<file path="src/rtl/core/mqttpr_pkg.sv">
`default_nettype none
// ----------------------------------------------------------------------------
// mqttpr_pkg
// Shared types and constants for the publish receiver with keepalive ping.
// ----------------------------------------------------------------------------
package mqttpr_pkg;

  // configuration port
  localparam int CFG_IDX_W  = 2;
  localparam int CFG_DATA_W = 16;

  localparam logic [CFG_IDX_W-1:0] CFG_KEEPALIVE     = 2'd0;
  localparam logic [CFG_IDX_W-1:0] CFG_TOPIC_LIMIT   = 2'd1;
  localparam logic [CFG_IDX_W-1:0] CFG_PAYLOAD_LIMIT = 2'd2;

  localparam logic [15:0] KEEPALIVE_RST     = 16'd60;
  localparam logic [15:0] TOPIC_LIMIT_RST   = 16'd100;
  localparam logic [15:0] PAYLOAD_LIMIT_RST = 16'd256;

  // input operation codes
  localparam logic OP_BYTE = 1'b0;
  localparam logic OP_TICK = 1'b1;

  // result kinds
  localparam logic [2:0] KIND_PING    = 3'd0;
  localparam logic [2:0] KIND_TOPIC   = 3'd1;
  localparam logic [2:0] KIND_PAYLOAD = 3'd2;
  localparam logic [2:0] KIND_END     = 3'd3;
  localparam logic [2:0] KIND_ERROR   = 3'd4;

  // packet constants
  localparam logic [3:0] PUBLISH_NIBBLE = 4'h3;
  localparam logic [7:0] PINGREQ_TYPE   = 8'hC0;
  localparam logic [7:0] PINGREQ_LEN    = 8'h00;

  // depth of the result queue
  localparam int QUEUE_DEPTH = 4;

  typedef struct packed {
    logic       operation;
    logic [7:0] rx_byte;
  } item_t;

  typedef struct packed {
    logic [2:0]  out_kind;
    logic [7:0]  out_byte;
    logic        out_last;
    logic [15:0] payload_length;
  } result_t;

  typedef struct packed {
    logic [15:0] keepalive_seconds;
    logic [15:0] topic_limit;
    logic [15:0] payload_limit;
  } cfg_t;

  // results of one item, handed to the queue
  typedef struct packed {
    logic [1:0] count;
    result_t    first;
    result_t    second;
  } push_t;

  typedef enum logic [2:0] {
    PH_HUNT,
    PH_LEN,
    PH_TLEN_HI,
    PH_TLEN_LO,
    PH_TOPIC,
    PH_PAYLOAD
  } phase_t;

  function automatic result_t mk_result(logic [2:0] kind, logic [7:0] data,
                                        logic last, logic [15:0] plen);
    result_t r;
    r.out_kind       = kind;
    r.out_byte       = data;
    r.out_last       = last;
    r.payload_length = plen;
    return r;
  endfunction

endpackage
`default_nettype wire

</file>
<file path="src/rtl/core/mqttpr_cfg.sv">
`default_nettype none
// ----------------------------------------------------------------------------
// mqttpr_cfg
// Configuration registers: keepalive reload, topic and payload limits.
// ----------------------------------------------------------------------------
module mqttpr_cfg (
  input  wire logic                            clk,
  input  wire logic                            rst,
  input  wire logic                            cfg_we,
  input  wire logic [mqttpr_pkg::CFG_IDX_W-1:0]  cfg_index,
  input  wire logic [mqttpr_pkg::CFG_DATA_W-1:0] cfg_data,
  output mqttpr_pkg::cfg_t                     cfg
);
  import mqttpr_pkg::*;

  cfg_t cfg_reg;

  // register writes, unknown indexes ignored
  always_ff @(posedge clk) begin
    if (rst) begin
      cfg_reg.keepalive_seconds <= KEEPALIVE_RST;
      cfg_reg.topic_limit       <= TOPIC_LIMIT_RST;
      cfg_reg.payload_limit     <= PAYLOAD_LIMIT_RST;
    end else if (cfg_we) begin
      unique case (cfg_index)
        CFG_KEEPALIVE:     cfg_reg.keepalive_seconds <= cfg_data;
        CFG_TOPIC_LIMIT:   cfg_reg.topic_limit       <= cfg_data;
        CFG_PAYLOAD_LIMIT: cfg_reg.payload_limit     <= cfg_data;
        default: ;
      endcase
    end
  end

  assign cfg = cfg_reg;

endmodule
`default_nettype wire

</file>
<file path="src/rtl/core/mqttpr_parser.sv">
`default_nettype none
// ----------------------------------------------------------------------------
// mqttpr_parser
// Input register and packet state machine; produces up to two results for
// each item in a single pass.
// ----------------------------------------------------------------------------
module mqttpr_parser #(
  parameter int MAX_LENGTH_BYTES = 4
) (
  input  wire logic               clk,
  input  wire logic               rst,
  input  wire logic               in_valid,
  output logic                    in_stall,
  input  wire mqttpr_pkg::item_t  in_data,
  input  wire mqttpr_pkg::cfg_t   cfg,
  input  wire logic               room,
  output mqttpr_pkg::push_t       push
);
  import mqttpr_pkg::*;

  localparam int RlW   = 7 * MAX_LENGTH_BYTES;
  localparam int LbcW  = $clog2(MAX_LENGTH_BYTES + 1);
  localparam int ShW   = $clog2(RlW) + 1;
  localparam int DiffW = ((RlW > 17) ? RlW : 17) + 1;

  // input register
  logic  in_reg_valid;
  item_t in_reg;
  logic  accept;
  logic  process;

  // packet state
  phase_t          phase, phase_next;
  logic [RlW-1:0]  remaining_length, remaining_length_next;
  logic [LbcW-1:0] length_byte_count, length_byte_count_next;
  logic [15:0]     topic_length, topic_length_next;
  logic [15:0]     byte_counter, byte_counter_next;
  logic [15:0]     payload_remaining, payload_remaining_next;
  logic [15:0]     seconds_left, seconds_left_next;

  // shared terms
  logic              is_tick;
  logic [7:0]        b;
  logic              ping_due;
  logic              len_over;
  logic [ShW-1:0]    shamt;
  logic [RlW-1:0]    len_add;
  logic [15:0]       tl_lo_val;
  logic [15:0]       tl_cur;
  logic              tl_bad;
  logic [15:0]       bc_inc;
  logic              topic_last;
  logic [DiffW-1:0]  diff;
  logic              pl_bad;
  logic              pl_zero;
  logic              pay_last;

  assign process  = in_reg_valid && room;
  assign in_stall = in_reg_valid && !room;
  assign accept   = in_valid && !in_stall;

  always_ff @(posedge clk) begin
    if (rst) begin
      in_reg_valid <= 1'b0;
    end else if (accept) begin
      in_reg_valid <= 1'b1;
    end else if (process) begin
      in_reg_valid <= 1'b0;
    end
  end

  always_ff @(posedge clk) begin
    if (accept) begin
      in_reg <= in_data;
    end
  end

  // decode terms for the held item
  assign is_tick    = (in_reg.operation == OP_TICK);
  assign b          = in_reg.rx_byte;
  assign ping_due   = (seconds_left <= 16'd1);
  assign len_over   = (length_byte_count >= LbcW'(MAX_LENGTH_BYTES));
  assign shamt      = ShW'(length_byte_count) * ShW'(7);
  assign len_add    = RlW'(b[6:0]) << shamt;
  assign tl_lo_val  = {topic_length[15:8], b};
  assign tl_bad     = (tl_lo_val >= cfg.topic_limit);
  assign tl_cur     = (phase == PH_TLEN_LO) ? tl_lo_val : topic_length;
  assign bc_inc     = byte_counter + 16'd1;
  assign topic_last = (bc_inc >= topic_length);
  assign pay_last   = (payload_remaining == 16'd1);

  // payload length = remaining length - 2 - topic length
  assign diff    = DiffW'(remaining_length) - DiffW'(tl_cur) - DiffW'(2);
  assign pl_bad  = diff[DiffW-1] || (diff[DiffW-2:0] >= (DiffW-1)'(cfg.payload_limit));
  assign pl_zero = (diff == '0);

  // next state
  always_comb begin
    phase_next             = phase;
    remaining_length_next  = remaining_length;
    length_byte_count_next = length_byte_count;
    topic_length_next      = topic_length;
    byte_counter_next      = byte_counter;
    payload_remaining_next = payload_remaining;
    seconds_left_next      = seconds_left;
    if (process) begin
      if (is_tick) begin
        if (phase == PH_HUNT) begin
          seconds_left_next = ping_due ? cfg.keepalive_seconds : seconds_left - 16'd1;
        end
      end else begin
        unique case (phase)
          PH_HUNT: begin
            if (b[7:4] == PUBLISH_NIBBLE) begin
              phase_next             = PH_LEN;
              remaining_length_next  = '0;
              length_byte_count_next = '0;
            end
          end
          PH_LEN: begin
            if (len_over) begin
              phase_next        = PH_HUNT;
              seconds_left_next = cfg.keepalive_seconds;
            end else begin
              remaining_length_next  = remaining_length + len_add;
              length_byte_count_next = length_byte_count + LbcW'(1);
              if (!b[7]) begin
                phase_next = PH_TLEN_HI;
              end
            end
          end
          PH_TLEN_HI: begin
            topic_length_next = {b, 8'h00};
            phase_next        = PH_TLEN_LO;
          end
          PH_TLEN_LO: begin
            topic_length_next = tl_lo_val;
            byte_counter_next = '0;
            if (tl_bad || (tl_lo_val == 16'd0 && (pl_bad || pl_zero))) begin
              phase_next        = PH_HUNT;
              seconds_left_next = cfg.keepalive_seconds;
            end else if (tl_lo_val == 16'd0) begin
              payload_remaining_next = diff[15:0];
              phase_next             = PH_PAYLOAD;
            end else begin
              phase_next = PH_TOPIC;
            end
          end
          PH_TOPIC: begin
            byte_counter_next = bc_inc;
            if (topic_last) begin
              if (pl_bad || pl_zero) begin
                phase_next        = PH_HUNT;
                seconds_left_next = cfg.keepalive_seconds;
              end else begin
                payload_remaining_next = diff[15:0];
                byte_counter_next      = '0;
                phase_next             = PH_PAYLOAD;
              end
            end
          end
          PH_PAYLOAD: begin
            byte_counter_next      = bc_inc;
            payload_remaining_next = payload_remaining - 16'd1;
            if (pay_last) begin
              phase_next        = PH_HUNT;
              seconds_left_next = cfg.keepalive_seconds;
            end
          end
          default: begin
            phase_next        = PH_HUNT;
            seconds_left_next = cfg.keepalive_seconds;
          end
        endcase
      end
    end
  end

  // results of the held item
  always_comb begin
    push.count  = 2'd0;
    push.first  = '0;
    push.second = '0;
    if (process) begin
      if (is_tick) begin
        if (phase == PH_HUNT && ping_due) begin
          push.count  = 2'd2;
          push.first  = mk_result(KIND_PING, PINGREQ_TYPE, 1'b0, 16'd0);
          push.second = mk_result(KIND_PING, PINGREQ_LEN, 1'b1, 16'd0);
        end
      end else begin
        unique case (phase)
          PH_LEN: begin
            if (len_over) begin
              push.count = 2'd1;
              push.first = mk_result(KIND_ERROR, 8'h00, 1'b1, 16'd0);
            end
          end
          PH_TLEN_LO: begin
            if (tl_bad || (tl_lo_val == 16'd0 && pl_bad)) begin
              push.count = 2'd1;
              push.first = mk_result(KIND_ERROR, 8'h00, 1'b1, 16'd0);
            end else if (tl_lo_val == 16'd0 && pl_zero) begin
              push.count = 2'd1;
              push.first = mk_result(KIND_END, 8'h00, 1'b1, 16'd0);
            end
          end
          PH_TOPIC: begin
            push.count = 2'd1;
            push.first = mk_result(KIND_TOPIC, b, 1'b0, 16'd0);
            if (topic_last && pl_bad) begin
              push.count  = 2'd2;
              push.second = mk_result(KIND_ERROR, 8'h00, 1'b1, 16'd0);
            end else if (topic_last && pl_zero) begin
              push.count  = 2'd2;
              push.second = mk_result(KIND_END, 8'h00, 1'b1, 16'd0);
            end
          end
          PH_PAYLOAD: begin
            push.count = 2'd1;
            push.first = mk_result(KIND_PAYLOAD, b, 1'b0, 16'd0);
            if (pay_last) begin
              push.count  = 2'd2;
              push.second = mk_result(KIND_END, 8'h00, 1'b1, bc_inc);
            end
          end
          default: ;
        endcase
      end
    end
  end

  // state registers
  always_ff @(posedge clk) begin
    if (rst) begin
      phase             <= PH_HUNT;
      remaining_length  <= '0;
      length_byte_count <= '0;
      topic_length      <= '0;
      byte_counter      <= '0;
      payload_remaining <= '0;
      seconds_left      <= KEEPALIVE_RST;
    end else begin
      phase             <= phase_next;
      remaining_length  <= remaining_length_next;
      length_byte_count <= length_byte_count_next;
      topic_length      <= topic_length_next;
      byte_counter      <= byte_counter_next;
      payload_remaining <= payload_remaining_next;
      seconds_left      <= seconds_left_next;
    end
  end

endmodule
`default_nettype wire

</file>
<file path="src/rtl/core/mqttpr_out_queue.sv">
`default_nettype none
// ----------------------------------------------------------------------------
// mqttpr_out_queue
// Small queue: takes up to two results a cycle, hands out one unless stalled.
// ----------------------------------------------------------------------------
module mqttpr_out_queue (
  input  wire logic              clk,
  input  wire logic              rst,
  input  wire mqttpr_pkg::push_t push,
  output logic                   room,
  output logic                   out_valid,
  input  wire logic              out_stall,
  output mqttpr_pkg::result_t    out_data
);
  import mqttpr_pkg::*;

  localparam int PtrW = $clog2(QUEUE_DEPTH);
  localparam int CntW = $clog2(QUEUE_DEPTH + 1);

  result_t         entries [QUEUE_DEPTH];
  logic [PtrW-1:0] wr_ptr, wr_ptr_next;
  logic [PtrW-1:0] rd_ptr, rd_ptr_next;
  logic [CntW-1:0] count, count_next;
  logic            pop;

  assign out_valid = (count != '0);
  assign out_data  = entries[rd_ptr];
  assign pop       = out_valid && !out_stall;
  // space for the worst case of two results
  assign room      = (count <= CntW'(QUEUE_DEPTH - 2));

  // pointer and fill arithmetic
  always_comb begin
    wr_ptr_next = wr_ptr + PtrW'(push.count);
    rd_ptr_next = rd_ptr + PtrW'(pop);
    count_next  = count + CntW'(push.count) - CntW'(pop);
  end

  always_ff @(posedge clk) begin
    if (rst) begin
      wr_ptr <= '0;
      rd_ptr <= '0;
      count  <= '0;
    end else begin
      wr_ptr <= wr_ptr_next;
      rd_ptr <= rd_ptr_next;
      count  <= count_next;
    end
  end

  // entry writes
  always_ff @(posedge clk) begin
    if (push.count != 2'd0) begin
      entries[wr_ptr] <= push.first;
    end
    if (push.count == 2'd2) begin
      entries[wr_ptr + PtrW'(1)] <= push.second;
    end
  end

endmodule
`default_nettype wire

</file>
<file path="src/rtl/core/mqtt_publish_receiver_keepalive.sv">
`default_nettype none
// ----------------------------------------------------------------------------
// mqtt_publish_receiver_keepalive
// Publish packet receiver with keepalive ping request generation.
// ----------------------------------------------------------------------------
// Each item (a received byte or a one-second idle tick) is taken into an
// input register and fully handled by the packet state machine once the
// result queue has room, so one item is accepted per clock unless the input
// stalls. An item gives zero, one or two results; they go into a four-entry
// result queue that hands out one result per clock unless the output stalls.
// The queue sets the sustained rate: one item per cycle while results drain
// as fast as they arrive; the held item waits, and the input stalls, when
// the queue holds more than two results (output stalled, or a ping,
// end-of-topic or end-of-message item adding a second result).
// Configuration writes take effect from the next item handled.
// ----------------------------------------------------------------------------
module mqtt_publish_receiver_keepalive #(
  parameter int MAX_LENGTH_BYTES = 4
) (
  input  wire logic                              clk,
  input  wire logic                              rst,
  input  wire logic                              in_valid,
  output logic                                   in_stall,
  input  wire mqttpr_pkg::item_t                 in_data,
  output logic                                   out_valid,
  input  wire logic                              out_stall,
  output mqttpr_pkg::result_t                    out_data,
  input  wire logic                              cfg_we,
  input  wire logic [mqttpr_pkg::CFG_IDX_W-1:0]  cfg_index,
  input  wire logic [mqttpr_pkg::CFG_DATA_W-1:0] cfg_data
);
  import mqttpr_pkg::*;

  cfg_t  cfg;
  push_t push;
  logic  room;

  // configuration registers
  mqttpr_cfg u_cfg (
    .clk       (clk),
    .rst       (rst),
    .cfg_we    (cfg_we),
    .cfg_index (cfg_index),
    .cfg_data  (cfg_data),
    .cfg       (cfg)
  );

  // packet state machine
  mqttpr_parser #(
    .MAX_LENGTH_BYTES (MAX_LENGTH_BYTES)
  ) u_parser (
    .clk      (clk),
    .rst      (rst),
    .in_valid (in_valid),
    .in_stall (in_stall),
    .in_data  (in_data),
    .cfg      (cfg),
    .room     (room),
    .push     (push)
  );

  // result queue
  mqttpr_out_queue u_queue (
    .clk       (clk),
    .rst       (rst),
    .push      (push),
    .room      (room),
    .out_valid (out_valid),
    .out_stall (out_stall),
    .out_data  (out_data)
  );

endmodule
`default_nettype wire
</file>
<file path="config.mk">
export PLATFORM = sky130hd
export DESIGN_NAME = mqtt_publish_receiver_keepalive
export DESIGN_NICKNAME = d
export VERILOG_FILES = /design/src/rtl/core/mqttpr_pkg.sv /design/src/rtl/core/mqttpr_cfg.sv /design/src/rtl/core/mqttpr_parser.sv /design/src/rtl/core/mqttpr_out_queue.sv /design/src/rtl/core/mqtt_publish_receiver_keepalive.sv
export SDC_FILE = /design/constraint.sdc
export NUM_CORES = 1
export LEC_CHECK = 0
export BUFFER_PORTS_ARGS = -buffer_cell sky130_fd_sc_hd__buf_4
export CAP_MARGIN = 5
export CORE_MARGIN = 5
export CORE_UTILIZATION = 57
export DETAILED_ROUTE_END_ITERATION = 8
export GPL_TIMING_DRIVEN = 0
export PLACE_DENSITY = 0.77
export SLEW_MARGIN = 20
export SYNTH_ARGS = -nofsm -noshare
export SYNTH_HDL_FRONTEND = slang
export SYNTH_SLANG_ARGS = --single-unit
export TNS_END_PERCENT = 30
</file>
<file path="constraint.sdc">
create_clock -name clk -period 7.85 [get_ports clk]
set_clock_uncertainty 0.05 [all_clocks]
set_input_delay 0.3925 -clock clk [delete_from_list [all_inputs] [get_ports clk]]
set_output_delay 0.3925 -clock clk [all_outputs]
set_load 0.005 [all_outputs]
</file>
# Word-level counts from Yosys, hierarchy flattened
# Memories as Yosys holds them, arrays and structs flattened. A register that Yosys moved wholly into a read port is not among the register bits.
# Index checks and enable logic that the tools add are counted.
# word_totals
regBits	163
latch_bits	0
mem_bits_rw	112
mem_bits_ro	0
inputBits	32
out_inout_bits	30
elab_cells	158
n_memories	1
# memory_table
memory	words	width	read_ports	rd_clocked_by_memory_dff	wr	line	text
u_queue.entries	4	28	1	1	2	mqttpr_out_queue.sv:20	result_t entries [QUEUE_DEPTH];
# op_classes
n_addsub	12
multipliers	1
div	0
order_cmp	6
n_eq_ne	25
shifts	1
mux	55
bitwise	2
reduce_logical	38
# ops
operator	count
$mux W16	14
$mux W58	3
$pmux W30 S4	1
$pmux W28 S2	2
$pmux W16 S3	2
$mux W28	3
$pmux W16 S5	1
$mux W29	2
$mux W27	2
$ge A16 B16 Y1	2
$pmux W16 S2	1
$sub A16 B1 Y16 const B	2
$mux W30	1
$logic_not A29 Y1	1
$sub A28 B16 Y29	1
$sub A29 B2 Y29 const B	1
$add A28 B28 Y28	1
$ge A28 B16 Y1	1
$shl A7 B6 Y28	1
$mux W3	9
$pmux W3 S6	1
$add A16 B1 Y16 const B	1
$eq A16 B1 Y1 const B	1
$le A16 B1 Y1 const B	1
41 further kinds	85

# Depth between registers and ports, before layout
# Gate-level depths: netlist of the first run.
# logic_depth
depth_word	15
ltp_mapped	33
ltp_nobuf	30

# Cells and area by module
# Synthesis of the first run repeated with hierarchy kept, for this count alone.
# unflattened
hier_cells	1953
hier_area_um2	18370.1
# modules_own_cells
module	instances	cells_each	area_each_um2	seq_area_each_um2
mqttpr_parser	1	1449	10591.4	2252.2
mqttpr_out_queue	1	319	5823.1	3503.4
mqttpr_cfg	1	185	1955.6	960.9

# Worst setup path after synthesis of the first run
# No wires, ideal clock.
# synth_timing
path_kind	reg-to-reg
from	reg u_parser.phase[0]
to	mem u_queue.entries[0][0] in the netlist's numbering, enable pin
setup_time_ns	0.399
arrival_ns	6.981
t_required_ns	7.401
path_slack_ns	0.419
path_stages_with_launch	29
n_path_buf	4
synth_period_minus_slack_ns	7.431
cell_sequence	dfxtp_1 > clkbuf_1 > inv_1 > nor2_1 > and2_1 > clkbuf_1 > clkbuf_1 > o21ai_0 > ha_1 > inv_1 > ha_1 > fa_1 > a21o_1 > a311o_1 > a2111oi_0 > nor3_1 > ha_1 > o21a_1 > o21a_1 > o211ai_1 > o2111ai_1 > a2111oi_2 > and4bb_1 > nand4_4 > o31a_1 > a31oi_4 > buf_4 > inv_1 > o21ai_1
# synth_rtl
item	line	text
start: declaration	mqttpr_parser.sv:33	phase_t phase, phase_next;
start signal: assignment	mqttpr_parser.sv:244	phase <= phase_next;
end: declaration	mqttpr_out_queue.sv:20	

==> results of run 1 <==
## per-layer routing
| metal | track usage | part of all wire |
|---|---|---|
| met5 | 0 | 0 |
| met4 | 0.1006 | 0.040 |
| met3 | 0.03726 | 0.077 |
| met2 | 0.4967 | 0.47 |
| met1 | 0.3968 | 0.42 |
## layout make-up
| type | count | area [um^2] | area share |
|---|---|---|---|
| plain buffers | 98 | 401.6 | 0.02086 |
| clock buffers | 37 | 777.0 | 0.04036 |
| clock inverters | 19 | 282.8 | 0.01469 |
| inverters | 133 | 506.7 | 0.02632 |
| multi-input cells | 1464 | 9644 | 0.5009 |
| flip-flops and latches | 275 | 6397 | 0.3323 |
| well taps | 390 | 488.0 | 0.02534 |
| repair buffers | 92 | 740.7 | 0.03847 |
| repair inverters | 2 | 15.01 | 0.0007798 |
## tightest hold or removal path, delay by kind of cell
kind / cells / cell delay, ns
simple gates: 2 / 0.10
buf+inv: 1 / 0.08
## worst paths after layout
check / startpoint / endpoint / slack, ns / cells after the start
max: u_parser.phase[0] / u_queue.entries[1][6] / 0.44 / 27
min: in_valid / u_parser.in_reg_valid / 0.01 / 3
max reg2reg: u_parser.phase[0] / u_queue.entries[1][6] / 0.44 / 27
min reg2reg: u_parser.topic_length[4] / u_parser.topic_length[4] / 0.41 / 2
## layout by cell type, fill, tap and decap left out, types with 30 or more instances in the layout
cell | Yosys | layout
a21o_1 | 38 | 38
a21oi_1 | 154 | 153
a22oi_1 | 31 | 31
and2_1 | 41 | 41
buf_4 | 2 | 82
clkbuf_1 | 71 | 72
clkbuf_16 | 0 | 30
dfxtp_1 | 186 | 185
edfxtp_1 | 89 | 89
ha_1 | 118 | 118
inv_1 | 132 | 130
nand2_1 | 239 | 238
nand3_1 | 66 | 66
nor2_1 | 217 | 217
nor3_1 | 38 | 37
o21ai_0 | 97 | 97
## through the flow
step,TNS [ns],utilization,hold slack [ns],setup WS [ns]
floorplan,0,-,0.3771,0.4194
global placement,-100.11,0.6058,0.3918,-1.571
detailed placement,-68.04,0.6072,0.3961,-0.7340
CTS,0,0.6509,0.003300,0.03121
global route,-0.03540,0.6548,0.01992,-0.01239
finish,0,0.6548,0.01051,0.4363
## cells by family after synthesis
kind of cell               count (synthesis)  synth area share
and+or+nand+nor                          752            0.2106
AOI/OAI and AO/OA                        515            0.2028
DFF                                      275            0.3793
buffers and inverters                    233           0.05349
adders and majority gates                121           0.09111
xor gates and xnor gates                  43           0.02233
muxes                                     33           0.04043
## report_power, final
group / total [mW] / internal [mW] / switching [mW]
sequential: 1.51 / 1.49 / 0.0239
clock: 1.52 / 0.907 / 0.608
combinational: 0.466 / 0.196 / 0.270
## repair_timing
item	4_1_cts	5_1_grt
endpoints found under the setup margin	166	181
gates cloned	2	0
endpoints found under the hold margin	9	0
pin swaps	2	6
setup buffers	9	11
resized for setup	12	13
hold buffers	9	0
==> impl_results.md, run 1 <==
- Synth area leaders: dfxtp_1 (22%), edfxtp_1 (16%), ha_1 (8.8%)
- Via count: 15,730
- Peak Freq: ~0.13 GHz
- Worst-skew pair later-pin latency: 0.57 ns
- Minimum clock period: 7.414 ns
- GPL Wtd Cong: 0.9455
- Setup CP Type: reg2reg
- Synth top area share: 0.2208
- Post-detail-place hpwl: 36,780 um
- Crit. End Element: register
- P&R area growth vs syn: 14.16%
- Die height: between 150 and 200 um
- Top cells by count, synth: nand2_1 (239), nor2_1 (217), dfxtp_1 (186), a21oi_1 (154), inv_1 (132)
- Inserted Clock Buffers: 30
- Clk sink count: between 200 and 300
- Final std cells w/o fill: between 2,000 and 3,000
- Count leader, synth: nand2_1
- Syn avg cell area: 8.552 um^2
- Total leakage power: approximately 7.5 nW
- CTS tree: yes
- Mapped Nets: between 2,000 and 2,500
- Design Area, Final: between 0.015 and 0.02 mm^2
- Drc violations: 0
- Mapped Cells: a little under 2,000
- Port Buf Inserts: 61
- Critical Path Most Common Cell: ha_1
- Synthesis Warnings: 0
- Mapped Area: 0.01686 mm^2
- Final #Nets: 2,249
- Hold WC Path Type: in2reg
- Number of synthesized flops with an enable pin: 89
- # H-tree levels: 1
- Total Wirelength: just over 50,000 um
- Max cap viols: 0
- Initial DRC count: approximately 2,000
- Period utilisation layout: 0.9444
- Critical path required time: between 8 and 9 ns
- Row count: 63
- Worst relative slew slack: 0.2977
- Max FO, Critical Path: 10
- Top FF cell, synth: dfxtp_1
- Vias per cell: 6.269
- # diodes: 0
- Routed WL per cell: 20.30 um
- Startpoint Class: register
- Sequential cell area fraction in the yosys report: 0.3793
- Status: completed
- Yosys top cell by area: dfxtp_1
- All-Layer GR Usage: 0.2958
- Worst VDD drop: between 0.00015 and 0.0002 V
- Core region area: 0.02940 mm^2
- Initial antenna violation count: 0
- Vias in the first global route: 14,830
- Gr ovfl total: 0
- PD cells: 181.6 mW/mm^2
- Max FFs per register: 112
- Initial Util: 0.5736
- Final ANT Viol Nets: 0
- First-pass DRT Iterations: 6
- Largest net degree at the start of global routing: 17
- Overall power: 3.496 mW
- Synth Register Bits: 275
- Placed Cells: 2,425
- Slew Viols, Final: 0
- CTS Buffer Depth: 3
- Unique masters post-synth: 85
- CP delay by family, top: compound AO/OA/AOI/OAI gates
- Global-route wire length before repair: between 70,000 and 80,000 um
- Clock Pin Slew Worst Setup and Hold Paths: 0.06 ns
- Die footprint: 0.03313 mm^2
- Worst-Margin Slew: 1.051 ns
- Ports: 62
- Hold Vio Cnt, Final: 0
- Fraction of registers with async set/reset: 0
- Root buf cell: clkbuf_16
- CP max-delay cell: clkbuf_1
- Final-layout fill cell count: 2,369
- Die width: approximately 180 um
- CP max stage delay: 0.48 ns
- Layout cells sized above 1: 0.1066
- Final setup viols: 0
- Critical path arrival: about 7.7 ns
- Post-placement cell area: 0.01785 mm^2
- CP Buf/Inv Count: 6
Power figures use the tool's default switching activity.
==> inputs of run 2 (changes only) <==
CELL_PAD_IN_SITES_DETAIL_PLACEMENT = 1   (was not set)
CELL_PAD_IN_SITES_GLOBAL_PLACEMENT = 2   (was not set)
CORE_UTILIZATION = 35   (was 57)
MAX_ROUTING_LAYER = met4   (was not set)
PLACE_DENSITY = not set   (was 0.77)
PLACE_DENSITY_LB_ADDON = 0.1   (was not set)
==> run 2 against run 1 <==
- sequential power about the same
- global-route usage decreased by 6.1 points
- register-to-register slack got worse by 0.15 ns
- critical path type unchanged
- highest routed layer unchanged
==> impl_results.md, run 2 (synthesized netlist as in run 1, its figures left out) <==
- Ports: 62 (unchanged)
- Routed WL per cell: 22.44 um (+11%)
- Gr ovfl total: 0 (unchanged)
- Drc violations: 0 (unchanged)
- Final #Nets: 2,258 (+0.40%)
- Critical path required time: 8.06 ns (-0.05 ns)
- Net switching share of the total power: 0.2724 (+0.01443)
- CTS Buffer Depth: 3 (unchanged)
- Startpoint Class: register
- Initial DRC count: 745 (-62%)
- Final std cells w/o fill: 2,748 (+9.5%)
- Critical path arrival: 7.78 ns (+0.11 ns)
- Worst relative slew slack: 0.2118 (-0.08592)
- Via count: 15,410 (-2.1%)
- Most common cell after layout, fill and taps aside: nand2_1
- Period utilisation layout: 0.9638 (+0.01935)
- Post-detail-place hpwl: 45,990 um (+25%)
- Hold Slack: 0.05122 ns (+0.04071 ns)
- Slew Viols, Final: 0 (unchanged)
- Status: completed
- Worst VDD drop: 0.0001270 V (-22%)
- Overall power: 3.551 mW (+1.6%)
- Vias per cell: 5.606 (-11%)
- Initial Util: 0.3532 (-0.2204)
- Design Area, Final: 0.01964 mm^2 (+2.0%)
- Crit. End Element: register
- Initial antenna violation count: 2 (+2)
- Placed Cells: 2,649 (+9.2%)
- Core region area: 0.04775 mm^2 (+62%)
- Total leakage power: 7.582 nW (+0.52%)
- Die width: 229.5 um (+26%)
- Max FFs per register: 112 (unchanged)
- Global-route wire length before repair: 94,830 um (+19%)
- Root buf cell: clkbuf_16
- FF/Latch Area: 0.006397 mm^2 (unchanged)
- First-pass DRT Iterations: 5 (-1)
- Largest net degree at the start of global routing: 16 (-1)
- Sequential share of power: 0.427 (-0.006)
- Final setup viols: 0 (unchanged)
- Port Buf Inserts: 61 (unchanged)
- Worst-skew pair later-pin latency: 0.55 ns (-0.02 ns)
- Clock Power Share: 0.439 (+0.005)
- Row count: 80 (+27%)
- Peak Freq: 0.1322 GHz (-2.0%)
- Die height: 229.5 um (+26%)
- Layout cells sized above 1: 0.1089 (+0.002265)
- # H-tree levels: 2 (+1)
- All-Layer GR Usage: 0.2345 (-0.06129)
- Final ANT Viol Nets: 0 (unchanged)
- CTS tree: yes
- Die footprint: 0.05267 mm^2 (+59%)
- Switching pwr: 0.9675 mW (+7.3%)
- Total Wirelength: 61,670 um (+21%)
- Logic pwr share: 0.134 (about the same)
- Area of the multi-input gates: 0.009687 mm^2 (+0.44%)
- Setup tns final: 0 ns (unchanged)
- Cell-internal power: 2.584 mW (-0.40%)
- Minimum clock period: 7.566 ns (+0.1519 ns)
- Max FO, Critical Path: 10 (unchanged)
- Clk sink count: 275 (unchanged)
- PD cells: 180.9 mW/mm^2 (-0.41%)
- Final-layout fill cell count: 5,633 (+140%)
- Inserted Clock Buffers: 36 (+20%)
- Clock Pin Slew Worst Setup and Hold Paths: 0.06 ns (about the same)
- Setup CP Type: reg2reg
- Post-placement cell area: 0.01815 mm^2 (+1.6%)
- Commonest cells after routing, fill and taps aside: nand2_1 (238), nor2_1 (217), dfxtp_1 (185)
- Hold Vio Cnt, Final: 0 (unchanged)
- Hold WC Path Type: in2reg
- Worst-Margin Slew: 1.182 ns (+0.1310 ns)
- GPL Wtd Cong: 0.8576 (-9.3%)
- Max cap viols: 0 (unchanged)
- P&R area growth vs syn: 16.43%
- Vias in the first global route: 16,100 (+8.6%)
==> run 2: what timing repair did <==
item	in CTS	in global routing
resized for setup	16	13
hold buffers	9	0
pin swaps	4	7
hold endpoints to repair	9	0
endpoints found under the setup margin	237	148
cloned	3	0
setup buffers	12	11
==> run 2: final timing paths <==
kind	start	endpoint	slack, ns	cells after the start
min	in_valid	u_parser.in_reg_valid	0.05	3
min reg2reg	u_cfg.cfg[29]	u_cfg.cfg[29]	0.40	2
max	u_parser.phase[0]	u_queue.entries[3][8]	0.28	27
max reg2reg	u_parser.phase[0]	u_queue.entries[3][8]	0.28	27
==> run 2: area by class of cell <==
class	instances	area share
Antenna cell	2	0.0002549
Buffer	98	0.02058
Sequential cell	275	0.3258
Timing Repair Buffer	94	0.03874
Multi-Input combinational cell	1465	0.4933
Tap cell	615	0.03919
Clock inverter	15	0.004333
Clock buffer	49	0.05104
Timing Repair inverter	2	0.0007646
Inverter	133	0.02600
==> run 2: critical path: stages, from the launching register on <==
cell	delay, ns
dfxtp_2	0.43
inv_1	0.16
nor2_1	0.19
and2_1	0.22
clkbuf_4	0.23
clkbuf_2	0.22
o21ai_0	0.16
ha_1	0.31
inv_1	0.04
ha_1	0.35
a211o_1	0.36
a21o_1	0.25
a2111oi_4	0.42
o31ai_1	0.16
xor2_2	0.24
ha_1	0.30
and3_1	0.17
o21ai_1	0.21
and3_1	0.20
o2111ai_1	0.14
a2111oi_2	0.36
and4bb_1	0.33
and4_1	0.39
o21ai_1	0.17
buf_2	0.24
nand2_1	0.27
clkbuf_1	0.54
nor2_1	0.14
==> run 2: metal layers <==
layer	wire length (um)	global-route usage
met2	28880	0.3794
met3	2350	0.03109
met5	0	-
met4	1927	0.07536
met1	28510	0.3061
==> run 2: power by group through the flow <==
stage,Clock [mW],Combinational [mW],Sequential (mW)
after global routing,1.66,0.527,1.52
after global placement,0,0.466,1.55
after floorplan,0,0.296,1.54
after CTS,1.60,0.483,1.52
after detailed placement,0,0.476,1.55
final,1.56,0.476,1.52
==> run 2: metrics by stage <==
step                setup slack, ns  utilization
floorplan                    0.4194            -
CTS                         0.04074       0.4086
finish                       0.2844       0.4113
global placement             -2.045       0.3789
detailed placement           -1.231       0.3801
global route               -0.03068       0.4113
==> inputs of run 3 (changes only) <==
CORE_MARGIN = 2   (was 5)
PLACE_DENSITY = 0.85   (was not set)
PLACE_DENSITY_LB_ADDON = not set   (was 0.1)
==> run 3 against run 2 <==
- die area shrank 5.2%
- cell count is essentially flat
- sequential share of layout area shrank 0.22 points
- combinational power is essentially flat
- register-to-register slack gained 0.06 ns
- largest power group unchanged
==> impl_results.md, run 3 (synthesized netlist as in run 1, its figures left out) <==
- Clock Pin Slew Worst Setup and Hold Paths: 0.07 ns (about the same)
- First-pass DRT Iterations: 5 (unchanged)
- Setup tns final: 0 ns (unchanged)
- Initial Util: 0.3540 (+0.0007421)
- Vias per cell: 5.732 (+2.2%)
- Critical path arrival: 7.73 ns (-0.05 ns)
- Row count: 80 (unchanged)
- All-Layer GR Usage: 0.2473 (+0.01284)
- Root buf cell: clkbuf_16
- Post-detail-place hpwl: 43,810 um (-4.7%)
- Initial antenna violation count: 0 (-2)
- Inserted Clock Buffers: 35 (-2.8%)
- Worst relative slew slack: 0.2845 (+0.07273)
- Final ANT Viol Nets: 0 (unchanged)
- CTS tree: yes
- Reg2reg start: u_parser.phase[0]
- Period utilisation layout: 0.9561 (-0.007642)
- Die height: 223.5 um (-2.6%)
- Final #Nets: 2,260 (+0.089%)
- Worst-Margin Slew: 1.071 ns (-0.1114 ns)
- Minimum clock period: 7.506 ns (-0.05999 ns)
- Final setup viols: 0 (unchanged)
- Status: completed
- Overall power: 3.672 mW (+3.4%)
- Final-layout fill cell count: 5,622 (-0.20%)
- PD cells: 185.7 mW/mm^2 (+2.7%)
- Crit. End Element: register
- Max FFs per register: 112 (unchanged)
- Largest net degree at the start of global routing: 14 (-2)
- Die footprint: 0.04996 mm^2 (-5.2%)
- Reg2reg path depth: 28 (+3.7%)
- Most common cell after layout, fill and taps aside: nand2_1
- Max cap viols: 0 (unchanged)
- Critical path required time: 8.07 ns (about the same)
- Startpoint Class: register
- Hold Crit Endpoint: u_cfg.cfg[36]
- Clk sink count: 275 (unchanged)
- Initial DRC count: 1,128 (+51%)
- FF-to-FF setup slack: 0.34 ns (+0.06 ns)
- Hold WC Path Type: in2reg
- Worst Hold Depth: 3 (unchanged)
- Vias in the first global route: 16,270 (+1.0%)
- P&R area growth vs syn: 17.24%
- Worst-skew pair later-pin latency: 0.56 ns (about the same)
- Reg-to-reg endpoint: u_queue.entries[2][14]
- Via count: 15,750 (+2.2%)
- Gr ovfl total: 0 (unchanged)
- Total leakage power: 7.653 nW (+0.94%)
- Global-route wire length before repair: 94,050 um (-0.82%)
- Post-placement cell area: 0.01812 mm^2 (-0.15%)
- Hold Vio Cnt, Final: 0 (unchanged)
- Worst hold path startpoint: cfg_data[4]
- Ports: 62 (unchanged)
- Critical Path Most Common Cell: ha_1
- # diodes: 0 (-2)
- Slew Viols, Final: 0 (unchanged)
- CP max-delay cell: dfxtp_2
- Peak Freq: 0.1332 GHz (+0.80%)
- Worst VDD drop: 0.0001261 V (-0.69%)
- Routed WL per cell: 21.90 um (-2.4%)
- Die width: 223.5 um (-2.6%)
- CTS Buffer Depth: 3 (unchanged)
- Layout cells sized above 1: 0.1149 (+0.006046)
- Core region area: 0.04765 mm^2 (-0.21%)
- Drc violations: 0 (unchanged)
- Setup CP Type: reg2reg
- Commonest cells after routing, fill and taps aside: nand2_1 (236), nor2_1 (216), dfxtp_1 (185)
- CP Buf/Inv Count: 7 (+1)
- CP max stage delay: 0.45 ns (-0.09 ns)
- # H-tree levels: 2 (unchanged)
- Port Buf Inserts: 61 (unchanged)
- GPL Wtd Cong: 0.9104 (+6.2%)
- Design Area, Final: 0.01977 mm^2 (+0.69%)
- CP delay by family, top: compound AO/OA/AOI/OAI gates
- Max FO, Critical Path: 10 (unchanged)
- Total Wirelength: 60,150 um (-2.5%)
==> run 3: cell count changes in the layout (fill, tap and decap cells not counted), sizes merged <==
cell and change:
diode -2, clkinv -5, buf +2, bufinv +3
o21ai +1
==> run 3: power by group <==
| part | leakage [nW] | internal [mW] | total [mW] | switching, mW |
|---|---|---|---|---|
| clock | 0.586 | 1.00 | 1.68 | 0.676 |
| combinational | 4.71 | 0.197 | 0.475 | 0.278 |
| sequential | 2.35 | 1.49 | 1.52 | 0.0250 |
| total | 7.65 | 2.69 | 3.67 | 0.978 |
==> run 3: area by class of cell <==
class	instances	area, um^2	share of cell area
multi-input combinational	1466	9712	0.4912
sequential	275	6397	0.3235
clock buffer	49	1008	0.05100
tap	615	769.5	0.03892
timing repair buffer	96	768.2	0.03885
inverter	133	510.5	0.02582
buffer	98	407.9	0.02063
clock inverter	13	183.9	0.009302
timing repair inverter	2	15.01	0.0007594
==> run 3: metal layers <==
metal  global-route usage  up-vias  wire length [um]
li1                     -     7399                 -
met1               0.3246     7794             27540
met2               0.4003      447             28120
met3              0.02608      106              2746
met4              0.08022        0              1739
met5                    -        -                 0
==> run 3: what timing repair did <==
item / in CTS / in global routing
setup endpoints to repair: 234 / 172
setup buffers: 17 / 9
cloned: 4 / 0
pin swaps: 5 / 7
hold buffers: 9 / 0
resized for setup: 17 / 16
hold endpoints to repair: 9 / 0
==> run 3: worst max path at each step <==
stage | from | end | slack (ns) | depth (start not counted)
4_1_cts | u_parser.phase[0] | u_queue.entries[0][14] | 0.06 | 28
3_3_place_gp | u_parser.phase[0] | u_queue.entries[0][12] | -1.93 | 30
5_1_grt | u_parser.phase[0] | u_queue.count[2] | -0.02 | 30
2_1_floorplan | u_parser.phase[0] | u_queue.entries[0][0] | 0.42 | 28
6_report | u_parser.phase[0] | u_queue.entries[2][14] | 0.34 | 28
3_5_place_dp | u_parser.phase[0] | u_queue.entries[1][12] | -1.09 | 29
==> run 3: metrics by stage <==
stage / hold WS [ns] / utilization / worst slack, ns / std cells
after floorplan: 0.3771 / - / 0.4194 / 1972
after global placement: 0.3927 / 0.3797 / -1.934 / 2648
after detailed placement: 0.3968 / 0.3803 / -1.085 / 2648
after CTS: 0.04005 / 0.4123 / 0.05636 / 2739
after global routing: 0.07459 / 0.4150 / -0.02218 / 2747
final: 0.06756 / 0.4150 / 0.3444 / 2747
==> run 3: worst register-to-register path: cells and delay by family (launching register included) <==
| family | cells | cell delay [ns] |
|---|---|---|
| AO/OA/AOI/OAI | 11 | 2.97 |
| flip-flops | 1 | 0.45 |
| adder cells (fa/ha/maj) | 4 | 1.15 |
| buffers and inverters | 7 | 1.27 |
| AND/OR/NAND/NOR | 6 | 1.35 |
